--- src/hw/rtl/lnig_pkg.sv ---
// shared constants, register and lattice codes, and offset tables for the
// lattice neighbor index generator; no dependencies
package lnig_pkg;

    localparam int SITE_W       = 14;
    localparam int DEF_MAX_SIDE = 64;
    localparam int MIN_SIDE     = 3;

    localparam logic [1:0] KIND_CHAIN   = 2'd0;
    localparam logic [1:0] KIND_SQUARE  = 2'd1;
    localparam logic [1:0] KIND_TRI     = 2'd2;
    localparam logic [1:0] KIND_KAGOME  = 2'd3;

    localparam logic REG_LATTICE_KIND = 1'b0;
    localparam logic REG_SIDE_LENGTH  = 1'b1;

    localparam logic [1:0] SHELL_PLAQ = 2'd3;

    typedef struct packed {
        logic signed [2:0] dx;
        logic signed [2:0] dy;
        logic [1:0]        qn;
        logic [1:0]        shell;
        logic [3:0]        slot;
        logic              link;
        logic              last;
    } ent_t;

    localparam int CH_DX [6] = '{1, -1, 2, -2, 3, -3};

    localparam int SQ_DX [11] = '{1, 0, -1, 0, 1, -1, -1, 1, 1, 1, 0};
    localparam int SQ_DY [11] = '{0, 1, 0, -1, 1, 1, -1, -1, 0, 1, 1};

    localparam int TR_DX [27] = '{1, 1, 0, -1, -1, 0, 2, 1, -1, -2, -1, 1,
                                  2, 2, 0, -2, -2, 0, 1, 1, 0, 1, 1, 0, 1, 2, 1};
    localparam int TR_DY [27] = '{0, 1, 1, 0, -1, -1, 1, 2, 1, -1, -2, -1,
                                  0, 2, 2, 0, -2, -2, 0, 1, 1, 1, 2, 1, 0, 1, 1};

    localparam int KG_DX [30] = '{0, 0, 1, 0, 0, 1, -1, 1, -1, 1,
                                  0, 1, 0, 0, -1, 1, 0, 1, -1, 1,
                                  -1, 0, -1, 0, -1, 0, 0, -1, 0, 0};
    localparam int KG_DY [30] = '{0, -1, 0, -1, 0, -1, -1, 0, 0, 0,
                                  0, 0, 1, 0, 0, 1, -1, 1, -1, 1,
                                  0, 1, 0, 0, -1, 1, 0, 1, -1, 1};
    localparam int KG_Q  [30] = '{1, 1, 2, 2, 2, 2, 1, 1, 0, 0,
                                  2, 2, 0, 0, 0, 0, 2, 2, 1, 1,
                                  0, 0, 1, 1, 1, 1, 0, 0, 2, 2};

    // offset, shell, slot and link flag of entry k for a lattice and sublattice
    function automatic ent_t lat_entry(input logic [1:0] kind, input logic [1:0] q,
                                       input logic [4:0] k);
        ent_t e;
        int   ki;
        int   ix;
        e  = '0;
        ki = int'(k);
        ix = 0;
        unique case (kind)
            KIND_CHAIN: begin
                if (ki < 6) begin
                    e.dx    = 3'(CH_DX[ki]);
                    e.shell = 2'(ki / 2);
                    e.slot  = 4'(ki % 2);
                    e.link  = (ki % 2) == 0;
                    e.last  = ki == 5;
                end
            end
            KIND_SQUARE: begin
                if (ki < 11) begin
                    e.dx = 3'(SQ_DX[ki]);
                    e.dy = 3'(SQ_DY[ki]);
                    if (ki < 4) begin
                        e.shell = 2'd0;
                        e.slot  = 4'(ki);
                    end else if (ki < 8) begin
                        e.shell = 2'd1;
                        e.slot  = 4'(ki - 4);
                    end else begin
                        e.shell = SHELL_PLAQ;
                        e.slot  = 4'(ki - 8);
                    end
                    e.link = (ki < 8) && (e.slot < 4'd2);
                    e.last = ki == 10;
                end
            end
            KIND_TRI: begin
                if (ki < 27) begin
                    e.dx = 3'(TR_DX[ki]);
                    e.dy = 3'(TR_DY[ki]);
                    if (ki < 6) begin
                        e.shell = 2'd0;
                        e.slot  = 4'(ki);
                    end else if (ki < 12) begin
                        e.shell = 2'd1;
                        e.slot  = 4'(ki - 6);
                    end else if (ki < 18) begin
                        e.shell = 2'd2;
                        e.slot  = 4'(ki - 12);
                    end else begin
                        e.shell = SHELL_PLAQ;
                        e.slot  = 4'(ki - 18);
                    end
                    e.link = (ki < 18) && (e.slot < 4'd3);
                    e.last = ki == 26;
                end
            end
            KIND_KAGOME: begin
                if (ki < 10 && q < 2'd3) begin
                    ix   = int'(q) * 10 + ki;
                    e.dx = 3'(KG_DX[ix]);
                    e.dy = 3'(KG_DY[ix]);
                    e.qn = 2'(KG_Q[ix]);
                    if (ki < 4) begin
                        e.shell = 2'd0;
                        e.slot  = 4'(ki);
                        e.link  = ki < 2;
                    end else if (ki < 8) begin
                        e.shell = 2'd1;
                        e.slot  = 4'(ki - 4);
                        e.link  = ki < 6;
                    end else begin
                        e.shell = 2'd2;
                        e.slot  = 4'(ki - 8);
                        e.link  = ki == 8;
                    end
                    e.last = ki == 9;
                end
            end
        endcase
        return e;
    endfunction

endpackage

--- src/hw/rtl/lnig_front.sv ---
// front end: accepts a site index, range-checks it and splits it into cell
// coordinates and sublattice; uses lnig_pkg
module lnig_front #(
    parameter int MAX_SIDE = lnig_pkg::DEF_MAX_SIDE,
    parameter int IW       = 8
) (
    input  logic                          aclk,
    input  logic                          aresetn,
    input  logic                          s_valid,
    output logic                          s_ready,
    input  logic [lnig_pkg::SITE_W-1:0]   s_site_index,
    input  logic [1:0]                    lattice_kind,
    input  logic [6:0]                    side_length,
    output logic                          push_valid,
    output logic [IW-1:0]                 push_data,
    input  logic                          queue_full
);

    localparam int LW   = $clog2(MAX_SIDE + 1);
    localparam int CW   = $clog2(MAX_SIDE);
    localparam int BW   = $clog2(CW);
    localparam int CNTW = 2 * LW + 2;
    localparam int SW   = lnig_pkg::SITE_W;

    typedef enum logic [1:0] {F_IDLE, F_CHK, F_DIV, F_PUSH} fstate_t;

    fstate_t           state_reg, state_next;
    logic [SW-1:0]     site_reg, site_next;
    logic [1:0]        kind_reg, kind_next;
    logic [LW-1:0]     len_reg, len_next;
    logic [SW-1:0]     cell_reg, cell_next;
    logic [2*LW-1:0]   sq_reg, sq_next;
    logic [SW-1:0]     rem_reg, rem_next;
    logic [CW-1:0]     quo_reg, quo_next;
    logic [BW-1:0]     bit_reg, bit_next;
    logic [1:0]        q_reg, q_next;
    logic              bad_reg, bad_next;

    logic [LW-1:0]     len_c;
    logic [29:0]       prod_c;
    logic [CNTW-1:0]   count_c;
    logic [SW-1:0]     three_cell_c;
    logic [31:0]       trial_c;

    always_comb begin
        if (side_length < 7'(lnig_pkg::MIN_SIDE)) begin
            len_c = LW'(lnig_pkg::MIN_SIDE);
        end else if (32'(side_length) > 32'(MAX_SIDE)) begin
            len_c = LW'(MAX_SIDE);
        end else begin
            len_c = LW'(side_length);
        end
    end

    // divide by three through the reciprocal 43691 / 2^17
    assign prod_c       = 30'(s_site_index) * 30'(43691);
    assign three_cell_c = SW'({cell_reg, 1'b0}) + cell_reg;
    assign trial_c      = 32'(len_reg) << bit_reg;

    always_comb begin
        unique case (kind_reg)
            lnig_pkg::KIND_CHAIN:  count_c = CNTW'(len_reg);
            lnig_pkg::KIND_KAGOME: count_c = CNTW'(sq_reg) + CNTW'({sq_reg, 1'b0});
            default:               count_c = CNTW'(sq_reg);
        endcase
    end

    assign s_ready    = (state_reg == F_IDLE);
    assign push_valid = (state_reg == F_PUSH);
    assign push_data  = {kind_reg, len_reg, rem_reg[CW-1:0], quo_reg, q_reg, bad_reg};

    always_comb begin
        state_next = state_reg;
        site_next  = site_reg;
        kind_next  = kind_reg;
        len_next   = len_reg;
        cell_next  = cell_reg;
        sq_next    = sq_reg;
        rem_next   = rem_reg;
        quo_next   = quo_reg;
        bit_next   = bit_reg;
        q_next     = q_reg;
        bad_next   = bad_reg;
        unique case (state_reg)
            F_IDLE: begin
                if (s_valid) begin
                    site_next  = s_site_index;
                    kind_next  = lattice_kind;
                    len_next   = len_c;
                    cell_next  = SW'(prod_c >> 17);
                    sq_next    = (2*LW)'(len_c) * (2*LW)'(len_c);
                    state_next = F_CHK;
                end
            end
            F_CHK: begin
                bad_next = 32'(site_reg) >= 32'(count_c);
                quo_next = '0;
                bit_next = BW'(CW - 1);
                if (kind_reg == lnig_pkg::KIND_KAGOME) begin
                    q_next   = 2'(site_reg - three_cell_c);
                    rem_next = cell_reg;
                end else begin
                    q_next   = 2'd0;
                    rem_next = site_reg;
                end
                state_next = (32'(site_reg) >= 32'(count_c)) ? F_PUSH : F_DIV;
            end
            F_DIV: begin
                // restoring division by the side length, one quotient bit a cycle
                if (32'(rem_reg) >= trial_c) begin
                    rem_next          = rem_reg - SW'(trial_c);
                    quo_next[bit_reg] = 1'b1;
                end
                if (bit_reg == '0) begin
                    state_next = F_PUSH;
                end else begin
                    bit_next = bit_reg - 1'b1;
                end
            end
            F_PUSH: begin
                if (!queue_full) begin
                    state_next = F_IDLE;
                end
            end
            default: state_next = F_IDLE;
        endcase
    end

    always_ff @(posedge aclk) begin
        if (!aresetn) begin
            state_reg <= F_IDLE;
        end else begin
            state_reg <= state_next;
        end
        site_reg <= site_next;
        kind_reg <= kind_next;
        len_reg  <= len_next;
        cell_reg <= cell_next;
        sq_reg   <= sq_next;
        rem_reg  <= rem_next;
        quo_reg  <= quo_next;
        bit_reg  <= bit_next;
        q_reg    <= q_next;
        bad_reg  <= bad_next;
    end

endmodule

--- src/hw/rtl/lnig_queue.sv ---
// two-entry queue between front end and back end of the neighbor generator;
// no package dependencies
module lnig_queue #(
    parameter int IW = 8
) (
    input  logic          aclk,
    input  logic          aresetn,
    input  logic          push_valid,
    input  logic [IW-1:0] push_data,
    output logic          full,
    input  logic          pop,
    output logic          head_valid,
    output logic [IW-1:0] head_data
);

    logic [IW-1:0] mem_reg [2];
    logic          wr_reg, wr_next;
    logic          rd_reg, rd_next;
    logic [1:0]    cnt_reg, cnt_next;
    logic          do_push;
    logic          do_pop;

    assign full       = (cnt_reg == 2'd2);
    assign head_valid = (cnt_reg != 2'd0);
    assign head_data  = mem_reg[rd_reg];
    assign do_push    = push_valid && !full;
    assign do_pop     = pop && head_valid;

    always_comb begin
        wr_next  = do_push ? ~wr_reg : wr_reg;
        rd_next  = do_pop ? ~rd_reg : rd_reg;
        cnt_next = cnt_reg + 2'(do_push) - 2'(do_pop);
    end

    always_ff @(posedge aclk) begin
        if (!aresetn) begin
            wr_reg  <= 1'b0;
            rd_reg  <= 1'b0;
            cnt_reg <= 2'd0;
        end else begin
            wr_reg  <= wr_next;
            rd_reg  <= rd_next;
            cnt_reg <= cnt_next;
        end
        if (do_push) begin
            mem_reg[wr_reg] <= push_data;
        end
    end

endmodule

--- src/hw/rtl/lnig_back.sv ---
// back end: walks the offset table for the queued site, wraps coordinates and
// forms the linear neighbor index over two stages; uses lnig_pkg
module lnig_back #(
    parameter int MAX_SIDE = lnig_pkg::DEF_MAX_SIDE,
    parameter int IW       = 8
) (
    input  logic                          aclk,
    input  logic                          aresetn,
    input  logic                          head_valid,
    input  logic [IW-1:0]                 head_data,
    output logic                          pop,
    output logic                          m_valid,
    input  logic                          m_ready,
    output logic [1:0]                    m_shell,
    output logic [3:0]                    m_slot,
    output logic [lnig_pkg::SITE_W-1:0]   m_neighbor_site,
    output logic                          m_is_link,
    output logic                          m_bad_site,
    output logic                          m_last
);

    localparam int LW = $clog2(MAX_SIDE + 1);
    localparam int CW = $clog2(MAX_SIDE);
    localparam int XW = LW + 2;
    localparam int PW = CW + LW + 3;

    logic [1:0]      h_kind;
    logic [LW-1:0]   h_len;
    logic [CW-1:0]   h_x;
    logic [CW-1:0]   h_y;
    logic [1:0]      h_q;
    logic            h_bad;
    lnig_pkg::ent_t  ent;
    logic            gen_last;
    logic            gen_fire;
    logic            a_adv;

    logic [4:0]      k_reg, k_next;
    logic            a_valid_reg, a_valid_next;
    logic [CW-1:0]   a_nx_reg, a_ny_reg;
    logic [LW-1:0]   a_len_reg;
    logic            a_kag_reg;
    logic [1:0]      a_qn_reg, a_shell_reg;
    logic [3:0]      a_slot_reg;
    logic            a_link_reg, a_bad_reg, a_last_reg;

    logic            m_valid_reg, m_valid_next;
    logic [1:0]      m_shell_reg;
    logic [3:0]      m_slot_reg;
    logic [lnig_pkg::SITE_W-1:0] m_site_reg;
    logic            m_link_reg, m_bad_reg, m_last_reg;

    logic [PW-1:0]   lin_c;
    logic [PW-1:0]   site_c;

    // coordinate plus a small offset, folded back onto the torus
    function automatic logic [CW-1:0] wrap_c(input logic [CW-1:0] c,
                                             input logic signed [2:0] d,
                                             input logic [LW-1:0] l);
        logic signed [XW-1:0] v;
        logic signed [XW-1:0] ls;
        ls = $signed(XW'(l));
        v  = $signed(XW'(c)) + XW'(d);
        if (v < 0) begin
            v = v + ls;
        end else if (v >= ls) begin
            v = v - ls;
        end
        return CW'(v);
    endfunction

    assign {h_kind, h_len, h_x, h_y, h_q, h_bad} = head_data;

    assign ent      = lnig_pkg::lat_entry(h_kind, h_q, k_reg);
    assign gen_last = h_bad || ent.last;
    assign a_adv    = !m_valid_reg || m_ready;
    assign gen_fire = head_valid && (!a_valid_reg || a_adv);
    assign pop      = gen_fire && gen_last;

    always_comb begin
        k_next       = k_reg;
        a_valid_next = a_valid_reg;
        if (gen_fire) begin
            a_valid_next = 1'b1;
            k_next       = gen_last ? 5'd0 : k_reg + 5'd1;
        end else if (a_adv) begin
            a_valid_next = 1'b0;
        end
    end

    assign lin_c  = PW'(a_ny_reg) * PW'(a_len_reg) + PW'(a_nx_reg);
    assign site_c = (a_kag_reg ? (lin_c << 1) + lin_c : lin_c) + PW'(a_qn_reg);

    assign m_valid_next = a_adv ? a_valid_reg : m_valid_reg;

    assign m_valid         = m_valid_reg;
    assign m_shell         = m_shell_reg;
    assign m_slot          = m_slot_reg;
    assign m_neighbor_site = m_site_reg;
    assign m_is_link       = m_link_reg;
    assign m_bad_site      = m_bad_reg;
    assign m_last          = m_last_reg;

    always_ff @(posedge aclk) begin
        if (!aresetn) begin
            k_reg       <= 5'd0;
            a_valid_reg <= 1'b0;
            m_valid_reg <= 1'b0;
        end else begin
            k_reg       <= k_next;
            a_valid_reg <= a_valid_next;
            m_valid_reg <= m_valid_next;
        end
        if (gen_fire) begin
            a_nx_reg    <= wrap_c(h_x, ent.dx, h_len);
            a_ny_reg    <= wrap_c(h_y, ent.dy, h_len);
            a_len_reg   <= h_len;
            a_kag_reg   <= (h_kind == lnig_pkg::KIND_KAGOME);
            a_qn_reg    <= ent.qn;
            a_shell_reg <= h_bad ? 2'd0 : ent.shell;
            a_slot_reg  <= h_bad ? 4'd0 : ent.slot;
            a_link_reg  <= !h_bad && ent.link;
            a_bad_reg   <= h_bad;
            a_last_reg  <= gen_last;
        end
        if (a_adv && a_valid_reg) begin
            m_shell_reg <= a_shell_reg;
            m_slot_reg  <= a_slot_reg;
            m_site_reg  <= a_bad_reg ? '0 : lnig_pkg::SITE_W'(site_c);
            m_link_reg  <= a_link_reg;
            m_bad_reg   <= a_bad_reg;
            m_last_reg  <= a_last_reg;
        end
    end

endmodule

--- src/hw/rtl/lattice_neighbor_index_generator.sv ---
// top level of the periodic lattice neighbor index generator: configuration
// registers, front end, queue and back end; uses lnig_pkg
//
// For each accepted site index the block streams that site's neighbor
// indices on a periodic chain, square, triangular or kagome lattice, one
// result per cycle while m_ready is high: 6, 11, 27 or 10 results, or one
// error result when the site is out of range. The front end takes one site
// at a time and splits it with a bit-serial divider by the side length,
// which a site out of range skips; the back end then emits one result a
// cycle, while m_ready allows, through a two-stage pipeline. A two-entry
// queue lets the front end split the next sites while the back end is still
// emitting. Configuration (lattice_kind at index 0, side_length at index 1)
// must be written only while no site is in flight.
module lattice_neighbor_index_generator #(
    parameter int MAX_SIDE = lnig_pkg::DEF_MAX_SIDE
) (
    input  logic                          aclk,
    input  logic                          aresetn,
    input  logic                          cfg_valid,
    output logic                          cfg_ready,
    input  logic                          cfg_index,
    input  logic [6:0]                    cfg_data,
    input  logic                          s_valid,
    output logic                          s_ready,
    input  logic [lnig_pkg::SITE_W-1:0]   s_site_index,
    output logic                          m_valid,
    input  logic                          m_ready,
    output logic [1:0]                    m_shell,
    output logic [3:0]                    m_slot,
    output logic [lnig_pkg::SITE_W-1:0]   m_neighbor_site,
    output logic                          m_is_link,
    output logic                          m_bad_site,
    output logic                          m_last
);

    localparam int LW = $clog2(MAX_SIDE + 1);
    localparam int CW = $clog2(MAX_SIDE);
    localparam int IW = 2 + LW + 2 * CW + 2 + 1;

    logic [1:0]    kind_reg, kind_next;
    logic [6:0]    side_reg, side_next;
    logic          push_valid;
    logic [IW-1:0] push_data;
    logic          queue_full;
    logic          pop;
    logic          head_valid;
    logic [IW-1:0] head_data;

    assign cfg_ready = 1'b1;

    always_comb begin
        kind_next = kind_reg;
        side_next = side_reg;
        if (cfg_valid) begin
            unique case (cfg_index)
                lnig_pkg::REG_LATTICE_KIND: kind_next = cfg_data[1:0];
                lnig_pkg::REG_SIDE_LENGTH:  side_next = cfg_data;
                default: ;
            endcase
        end
    end

    always_ff @(posedge aclk) begin
        if (!aresetn) begin
            kind_reg <= lnig_pkg::KIND_SQUARE;
            side_reg <= 7'd4;
        end else begin
            kind_reg <= kind_next;
            side_reg <= side_next;
        end
    end

    lnig_front #(
        .MAX_SIDE (MAX_SIDE),
        .IW       (IW)
    ) u_front (
        .aclk         (aclk),
        .aresetn      (aresetn),
        .s_valid      (s_valid),
        .s_ready      (s_ready),
        .s_site_index (s_site_index),
        .lattice_kind (kind_reg),
        .side_length  (side_reg),
        .push_valid   (push_valid),
        .push_data    (push_data),
        .queue_full   (queue_full)
    );

    lnig_queue #(
        .IW (IW)
    ) u_queue (
        .aclk       (aclk),
        .aresetn    (aresetn),
        .push_valid (push_valid),
        .push_data  (push_data),
        .full       (queue_full),
        .pop        (pop),
        .head_valid (head_valid),
        .head_data  (head_data)
    );

    lnig_back #(
        .MAX_SIDE (MAX_SIDE),
        .IW       (IW)
    ) u_back (
        .aclk            (aclk),
        .aresetn         (aresetn),
        .head_valid      (head_valid),
        .head_data       (head_data),
        .pop             (pop),
        .m_valid         (m_valid),
        .m_ready         (m_ready),
        .m_shell         (m_shell),
        .m_slot          (m_slot),
        .m_neighbor_site (m_neighbor_site),
        .m_is_link       (m_is_link),
        .m_bad_site      (m_bad_site),
        .m_last          (m_last)
    );

endmodule
--- config.mk ---
export PLATFORM = sky130hd
export DESIGN_NAME = lattice_neighbor_index_generator
export DESIGN_NICKNAME = d
export VERILOG_FILES = /design/src/hw/rtl/lnig_pkg.sv /design/src/hw/rtl/lnig_front.sv /design/src/hw/rtl/lnig_queue.sv /design/src/hw/rtl/lnig_back.sv /design/src/hw/rtl/lattice_neighbor_index_generator.sv
export SDC_FILE = /design/constraint.sdc
export NUM_CORES = 1
export LEC_CHECK = 0
export ABC_AREA = 0
export BUFFER_PORTS_ARGS = -buffer_cell sky130_fd_sc_hd__buf_2
export CAP_MARGIN = 40
export CORE_UTILIZATION = 35
export CTS_CLUSTER_SIZE = 12
export DETAILED_ROUTE_END_ITERATION = 8
export RECOVER_POWER = 25
export SLEW_MARGIN = 5
export SYNTH_ARGS = -nofsm -noshare
export SYNTH_HDL_FRONTEND = slang
export SYNTH_SLANG_ARGS = --single-unit
--- constraint.sdc ---
create_clock -name aclk -period 6.88 [get_ports aclk]
set_input_delay 1.376 -clock aclk [delete_from_list [all_inputs] [get_ports aclk]]
set_output_delay 1.376 -clock aclk [all_outputs]
set_load 0.005 [all_outputs]
==> results of run 1 <==
[metal layers]
metal	GRT usage	vias to the layer above
li1	-	6740
met4	0.05256	0
met5	0	-
met2	0.2775	186
met1	0.1858	6452
met3	0.02031	59
[cells by family after synthesis]
group / after synthesis / share of synthesized area
AND/OR/NAND/NOR: 469 / 0.1219
adder cells (fa/ha/maj): 394 / 0.3032
AO/OA/AOI/OAI: 389 / 0.1343
buffers and inverters: 267 / 0.05381
flip-flops: 199 / 0.3043
XOR/XNOR: 88 / 0.04341
multiplexers: 68 / 0.03870
other: 2 / 0.0003978
[layout make-up]
class	instances	share of cell area
well taps	688	0.04154
clock buffers	17	0.02053
multi-input cells	1417	0.5875
clock inverters	15	0.009057
flip-flops and latches	199	0.2773
repair buffers	87	0.02494
inverters	216	0.03913
[worst max-delay path by stage]
stage                             startpoint                                  endpoint  slack [ns]  cells past startpoint
4_1_cts         u_back.a_ny_reg[2]$_DFFE_PP_  u_back.m_neighbor_site[13]$_SDFFCE_PP0P_        0.16                     24
6_report       u_back.a_len_reg[3]$_DFFE_PP_  u_back.m_neighbor_site[13]$_SDFFCE_PP0P_        0.39                     23
5_1_grt        u_back.a_len_reg[3]$_DFFE_PP_  u_back.m_neighbor_site[13]$_SDFFCE_PP0P_      -0.009                     24
3_5_place_dp                 s_site_index[8]            u_front.cell_reg[12]$_DFFE_PP_       -0.02                     21
2_1_floorplan                s_site_index[8]            u_front.cell_reg[12]$_DFFE_PP_        0.39                     19
3_3_place_gp                 s_site_index[8]            u_front.cell_reg[12]$_DFFE_PP_        0.04                     20
[stage by stage]
stage / setup TNS (ns) / util / hold WS [ns] / instance area, µm² / setup WS [ns]
after floorplan: 0 / - / 0.4003 / 18910 / 0.3899
after CTS: 0 / 0.3911 / 0.4229 / 20720 / 0.1596
final: 0 / 0.3912 / 0.4207 / 20720 / 0.3882
after global placement: 0 / 0.3787 / 0.4101 / 20060 / 0.04115
after global routing: -0.008591 / 0.3912 / 0.4359 / 20720 / -0.008591
after detailed placement: -0.03384 / 0.3795 / 0.4062 / 20100 / -0.02108
[synthesized netlist by cell type (all sizes together), types with 18 or more instances]
| library cell | n |
|---|---|
| and2 | 53 |
| inv | 215 |
| a21o | 37 |
| o21ai | 80 |
| xnor2 | 60 |
| nor3 | 40 |
| ha | 288 |
| nor2b | 35 |
| o21a | 18 |
| xor2 | 28 |
| nand3 | 29 |
| clkbuf | 43 |
| dfxtp | 23 |
| a21oi | 115 |
| nand2 | 113 |
| nor2 | 121 |
| mux2i | 43 |
| mux2 | 24 |
| fa | 106 |
| edfxtp | 176 |
[critical path, delay by kind of cell (launching register included)]
kind | cells | cell delay, ns
fa+ha+maj | 6 | 2.74
buf+inv | 4 | 0.20
flops | 1 | 0.47
simple gates | 6 | 1.39
compound gates | 6 | 1.25
xor+xnor | 1 | 0.15
[layout by cell type (no fill, tap or decap), drive strengths merged, types with 53 or more instances in the layout]
| cell | Yosys | routed |
|---|---|---|
| buf | 8 | 72 |
| nand2 | 113 | 113 |
| edfxtp | 176 | 176 |
| nor2 | 121 | 121 |
| o21ai | 80 | 80 |
| xnor2 | 60 | 60 |
| a21oi | 115 | 115 |
| ha | 288 | 288 |
| fa | 106 | 106 |
| inv | 215 | 220 |
| and2 | 53 | 53 |
[repair_timing]
item | 4_1_cts | 5_1_grt
buffers inserted | 0 | 2
hold endpoints to repair | 0 | 0
endpoints found under the setup margin | 0 | 3
resized for setup | 0 | 4
==> impl_metrics.yaml, run 1 <==
floorplan:
  start_util: 0.3564
  ios: 53
  fp.coreArea_um2: 52970
  fp.dieH_um: 234.3
  rows: 84
  die_x_um: 234.3
  die-area_um2: 54880
sta:
  setup_violations: 0
  fmax_ghz: 0.1540
  hold_viol: 0
  period_needed_ns: 6.492
  fin_crit_sh: 0.9436
  max_slew_margin: -0.2060
  slew_violations: 45
  tightest_slew_ns: 1.809
  fin_skew_ns: 0.007884
outcome:
  status: "finished, violations left"
  violations: "max-capacitance violations, max-slew violations"
finish:
  fin_nets: 2359
  largest_reg_flops: 48
  seqCellArea_um2: 5746
  multi_input_area_um2: 12180
  n_fill_cell: 5253
  syn_to_final_growth_pct: 9.755
  antenna_cells: 0
  drive_gt1_frac: 0.07637
  finalNonFillerCells: 2639
global_routing:
  antenna_found_initial: 0
  grt_pass1_vias: 13540
  grt-ovfl-total: 0
  grtUsageTotal: 0.1535
  grt_max_degree: 45
  grt_first_pass_wirelength_um: 67560
min_path:
  hold_end: "u_back.m_shell[1]$_DFFE_PP_"
  hp-class: "register to register"
  min_from: "u_back.a_shell_reg[1]$_SDFFCE_PP0P_"
  hold_depth: 0
worst_setup_path:
  r2r_start: "u_back.a_len_reg[3]$_DFFE_PP_"
  reg2reg_slack_ns: 0.39
  worst_setup_path_start_kind: "register"
  crit_chain: "and2_1 -> fa_1 -> inv_1 -> fa_1 -> inv_1 -> fa_1 -> inv_1 -> fa_1 -> inv_1 -> ha_1 -> nor3_1 -> nor2_1 -> ha_1 -> a211oi_1 -> o31ai_1 -> a21oi_1 -> o21ai_1 -> xnor2_1 -> or3_1 -> a2111oi_4 -> and4_1 -> o21ai_0 -> nor3b_2"
  crit_slowest_cell: "fa_1"
  critPathRequiredTime_ns: 7.06
  r2r_cells: 23
  worst_ep_arrival_time_ns: 6.68
  critPathMaxFanout: 6
  slowest_delay_ns: 0.53
  critPathCaptureType: "register"
  setup.worst_path.class: "register to register"
  r2r-end: "u_back.m_neighbor_site[13]$_SDFFCE_PP0P_"
place:
  numPortBuffers: 51
  place.gp.congestion: 0.9168
  dp_hpwl_um: 32890
  placedCellCount: 2605
yosys:
  yosys.area.top_type: "edfxtp_1"
  yosysSeqAreaShare: 0.3043
  yosysTopAreaCellShare: 0.2799
  netlist_area_um2: 18880
  synthFlopType: "edfxtp_1"
  synth-edff-count: 176
  synth.area.top_cells: "edfxtp_1 28%, ha_1 19%, fa_1 11%, inv_1 4.3%, a21oi_1 3.0%"
  synthArstFlopShare: 0
  ys_types: 74
  ys_ff_latch: 199
  syn_avg_cell_area_um2: 10.06
  syn_inst: 1876
  ys_warn_count: 0
routing:
  ant_nets: 0
  drtIter0Drc: 653
  top_layer: "met4"
  drc: 0
  viasPerCell: 5.092
  vias: 13440
  drtPass1Iterations: 5
  route.detailed.wl_per_inst_um: 15.43
  wl_met1_um: 17940
  routed-wl-met3_um: 936
  wl_um: 40710
  wl_met2_um: 20700
cts:
  path_clk_slew_ns: 0.08
  htreeDepth: 4
  cts_sinks: 199
  clkLatencyLatePin_ns: 0.45
  cts.path.max_buffers: 2
  cts_inserted_buffers: 17
  cts_tree: "yes"
  cts-root-buf: "clkbuf_16"
  hold_buffers: 0
run:
  drv_cap: 1
Power of run 1 is left out: the tool's default activity adds up to more than one toggle a clock period on the data nets, which glitch-free logic cannot reach.
==> inputs of run 2 (changes only) <==
- CORE_UTILIZATION: 35 -> 46
==> impl_metrics.yaml, run 2 (synthesis results as in run 1) <==
place:
  place.gp.congestion: 0.8827
  dp_hpwl_um: 31770
  numPortBuffers: 51
floorplan:
  fp.dieH_um: 204.6
  die-area_um2: 41860
  fp.coreArea_um2: 40100
  start_util: 0.4709
  die_x_um: 204.6
  ios: 53
  rows: 73
worst_setup_path:
  r2r_start: "u_back.a_ny_reg[2]$_DFFE_PP_"
  slowest_delay_ns: 0.53
  crit_slowest_cell: "fa_1"
  worst_ep_arrival_time_ns: 6.67
  crit_family: "adder cells"
  critPathRequiredTime_ns: 7.07
  worst_setup_path_start_kind: "register"
  reg2reg_slack_ns: 0.40
  r2r_cells: 24
  setup.worst_path.class: "register to register"
  critPathMaxFanout: 7
  crit_buf_inv: 4
  r2r-end: "u_back.m_neighbor_site[13]$_SDFFCE_PP0P_"
  crit_chain: "and2_1 -> fa_1 -> inv_1 -> fa_1 -> inv_1 -> fa_1 -> inv_1 -> fa_1 -> inv_1 -> ha_1 -> a21o_1 -> a21oi_2 -> nand2_1 -> xor2_1 -> ha_1 -> o21a_1 -> a21oi_1 -> o21ai_1 -> xnor2_1 -> or3_1 -> a2111oi_4 -> and4_1 -> o21ai_0 -> nor3b_2"
  critPathCaptureType: "register"
sta:
  setup_violations: 0
  period_needed_ns: 6.476
  fin_skew_ns: 0.007673
  hold_viol: 0
  tightest_slew_ns: 1.756
  slew_violations: 45
  fmax_ghz: 0.1544
  tns_ns: 0
  rsz0062_at_grt: "false"
  max_slew_margin: -0.1708
  fin_crit_sh: 0.9413
finish:
  multi_input_area_um2: 12190
  n_fill_cell: 3647
  largest_reg_flops: 48
  antenna_cells: 0
  final_cell_mix: "288 x ha_1, 215 x inv_1, 176 x edfxtp_1"
  drive_gt1_frac: 0.07598
  fin_nets: 2356
  syn_to_final_growth_pct: 8.867
  seqCellArea_um2: 5746
  final_common_cell: "ha_1"
routing:
  drtPass1Iterations: 5
  wl_met1_um: 17250
  drtIter0Drc: 818
  wl_um: 39250
  top_layer: "met4"
  routed-wl-met3_um: 890
  ant_nets: 0
  route.detailed.wl_per_inst_um: 15.87
  drc: 0
  vias: 13360
  viasPerCell: 5.401
  wl_met2_um: 20030
outcome:
  violations: "max-capacitance violations, max-slew violations"
  status: "finished, violations left"
min_path:
  hold_depth: 0
  hp-class: "register to register"
  hold_end: "u_back.m_shell[1]$_DFFE_PP_"
  min_from: "u_back.a_shell_reg[1]$_SDFFCE_PP0P_"
run:
  drv_cap: 1
cts:
  cts.path.max_buffers: 2
  cts_tree: "yes"
  hold_buffers: 0
  cts_inserted_buffers: 17
  cts_resized: 0
  clkLatencyLatePin_ns: 0.46
  post-cts-setup-buffers: 0
  cts_sinks: 199
  htreeDepth: 4
  cts-root-buf: "clkbuf_16"
  path_clk_slew_ns: 0.08
global_routing:
  grt-ovfl-total: 0
  grt_first_pass_wirelength_um: 65780
  antenna_found_initial: 0
  grt_max_degree: 45
  grt_pass1_vias: 13490
  grtUsageTotal: 0.1959
run 2: cell types whose count changed in the layout (fill, tap and decap cells not counted), moves of 2 or more:
cell       before  now
inv_6           1    5
buf_4          30   26
clkinv_4        3    1
clkbuf_1       15   17
inv_8           4    2
clkbuf_16      17   19
run 2: area by class of cell:
cell class / instances / area share
well taps: 525 / 0.03196
clock inverters: 13 / 0.008279
clock buffers: 19 / 0.02313
inverters: 216 / 0.03944
multi-input cells: 1417 / 0.5933
repair buffers: 84 / 0.02441
flip-flops and latches: 199 / 0.2795
run 2: through the flow:
stage / hold slack, ns / cells / setup slack, ns / utilization / cell area (µm²)
6_report: 0.4206 / 2473 / 0.4036 / 0.5126 / 20550
5_1_grt: 0.4249 / 2473 / 0.01412 / 0.5126 / 20550
4_1_cts: 0.4213 / 2473 / 0.1367 / 0.5125 / 20550
3_5_place_dp: 0.4045 / 2441 / 0.06415 / 0.4964 / 19900
3_3_place_gp: 0.4006 / 2439 / 0.08164 / 0.4952 / 19860
2_1_floorplan: 0.4003 / 1883 / 0.3899 / - / 18910
run 2: routing by layer:
metal / track usage / vias up
met3: 0.02673 / 44
met5: 0 / -
met4: 0.07090 / 0
met1: 0.2356 / 6407
li1: - / 6720
met2: 0.3538 / 185
run 2: worst max path at each step:
stage | slack, ns | cells past startpoint | endpoint | startpoint
2_1_floorplan | 0.39 | 19 | u_front.cell_reg[12]$_DFFE_PP_ | s_site_index[8]
3_3_place_gp | 0.08 | 20 | u_front.cell_reg[12]$_DFFE_PP_ | s_site_index[8]
3_5_place_dp | 0.06 | 20 | u_front.cell_reg[12]$_DFFE_PP_ | s_site_index[8]
4_1_cts | 0.14 | 24 | u_back.m_neighbor_site[13]$_SDFFCE_PP0P_ | u_back.a_ny_reg[2]$_DFFE_PP_
5_1_grt | 0.01 | 24 | u_back.m_neighbor_site[13]$_SDFFCE_PP0P_ | u_back.a_ny_reg[2]$_DFFE_PP_
6_report | 0.40 | 24 | u_back.m_neighbor_site[13]$_SDFFCE_PP0P_ | u_back.a_ny_reg[2]$_DFFE_PP_
Power of run 2 is left out for the same reason.
==> inputs of run 3 (changes only) <==
- clock period: 6.88 -> 5.96 ns (I/O delays scaled with it)
==> impl_metrics.yaml, run 3 (synthesis results as in run 1) <==
outcome:
  status: "finished, violations left"
  violations: "max-capacitance violations, max-slew violations, negative setup slack"
min_path:
  min_from: "u_back.a_shell_reg[0]$_SDFFCE_PP0P_"
  hp-class: "register to register"
worst_setup_path:
  critPathMaxFanout: 5
  reg2reg_slack_ns: -0.12
  critPathRequiredTime_ns: 6.15
  r2r_start: "u_back.a_ny_reg[2]$_DFFE_PP_"
  r2r-end: "u_back.m_neighbor_site[13]$_SDFFCE_PP0P_"
  setup.worst_path.class: "register to register"
  worst_setup_path_start_kind: "register"
  critPathCaptureType: "register"
  r2r_cells: 25
  worst_ep_arrival_time_ns: 6.27
  endpoint: "u_back.m_neighbor_site[13]$_SDFFCE_PP0P_"
  startpoint: "u_back.a_ny_reg[2]$_DFFE_PP_"
cts:
  cts.path.max_buffers: 2
  cts_tree: "yes"
  path_clk_slew_ns: 0.07
  clkLatencyLatePin_ns: 0.46
  cts_sinks: 199
  htreeDepth: 4
  cts-root-buf: "clkbuf_16"
  cts_inserted_buffers: 17
global_routing:
  grtUsageTotal: 0.2006
  grt_max_degree: 45
  grt_pass1_vias: 14040
  antenna_found_initial: 0
  grt-ovfl-total: 0
  grt_first_pass_wirelength_um: 67410
sta:
  setup_violations: 1
  max_slew_margin: -0.2113
  rsz0062_at_grt: "true"
  tightest_slew_ns: 1.817
  period_needed_ns: 6.077
  fin_ws_ns: -0.1175
  slew_violations: 45
  fin_crit_sh: 1.020
  fin_skew_ns: 0.01144
  fmax_ghz: 0.1645
  hold_viol: 0
finish:
  final_common_cell: "ha_1"
  syn_to_final_growth_pct: 15.59
  fin_nets: 2487
  n_fill_cell: 3586
  final_cell_mix: "275 x ha_1, 209 x inv_1, 176 x edfxtp_1"
  largest_reg_flops: 48
  post-route-util: 0.5443
  drive_gt1_frac: 0.1635
  antenna_cells: 0
routing:
  vias: 13890
  drtPass1Iterations: 6
  wl_um: 40210
  route.detailed.wl_per_inst_um: 15.44
  ant_nets: 0
  viasPerCell: 5.335
  drc: 0
  drtIter0Drc: 597
floorplan:
  start_util: 0.4709
  fp.dieH_um: 204.6
  die-area_um2: 41860
  fp.coreArea_um2: 40100
  rows: 73
  ios: 53
  die_x_um: 204.6
run:
  drv_cap: 1
place:
  dp_hpwl_um: 32740
  numPortBuffers: 51
  place.gp.congestion: 0.9065
[run 3: critical path, cell delays in order (launching register included)]
cell,delay (ns)
edfxtp_1,0.38
and2_4,0.17
fa_1,0.52
inv_1,0.05
fa_1,0.50
inv_2,0.05
fa_1,0.48
inv_1,0.05
fa_1,0.49
inv_2,0.05
ha_4,0.29
nand3_2,0.10
a21o_1,0.18
buf_4,0.13
nand2_1,0.09
a21oi_2,0.09
xnor2_2,0.28
ha_4,0.27
a21oi_2,0.12
o21ai_2,0.08
xnor2_1,0.13
or3_4,0.38
a2111oi_4,0.43
and4_1,0.27
o21ai_1,0.06
nor3b_2,0.17
[run 3: area by class of cell]
class                      count  area, µm²  area share
inverter                     216      810.8     0.03715
sequential                   199       5746      0.2633
tap                          525      656.9     0.03010
multi-input combinational   1417      12590      0.5767
clock buffer                  17      425.4     0.01949
clock inverter                15      140.1    0.006421
timing repair buffer         215       1460     0.06690
[run 3: worst min path at each step]
stage                                        to  slack [ns]  depth (start not counted)
floorplan            u_back.m_is_link$_DFFE_PP_        0.40                          0
detailed placement   u_back.m_slot[3]$_DFFE_PP_        0.41                          0
finish              u_back.m_shell[0]$_DFFE_PP_        0.42                          0
CTS                 u_back.m_shell[0]$_DFFE_PP_        0.42                          0
global route         u_back.m_slot[0]$_DFFE_PP_        0.43                          0
global placement     u_back.m_slot[3]$_DFFE_PP_        0.40                          0
[run 3: through the flow]
stage	instances	hold WS, ns	setup WS (ns)	instance area, µm²	setup TNS [ns]
global route	2604	0.4285	-0.3936	21820	-1.109
floorplan	1883	0.4003	0.003040	19040	0
detailed placement	2565	0.4061	-0.4105	20960	-2.195
CTS	2599	0.4227	-0.1626	21630	-0.2822
global placement	2563	0.4014	-0.3678	20920	-1.450
finish	2604	0.4209	-0.1175	21820	-0.1175
[run 3: what timing repair did]
item                       in CTS  in global routing
setup endpoints to repair       8                 16
pin swaps                      20                 36
gates resized for setup        20                 42
setup buffers                   3                  5
hold buffers                    0                  0
[run 3: metal layers]
metal / share of wire / GRT usage
met4: 0.038 / 0.08475
met2: 0.51 / 0.3666
met5: 0 / 0
met1: 0.43 / 0.2331
met3: 0.022 / 0.02720
Power of run 3 is left out for the same reason.
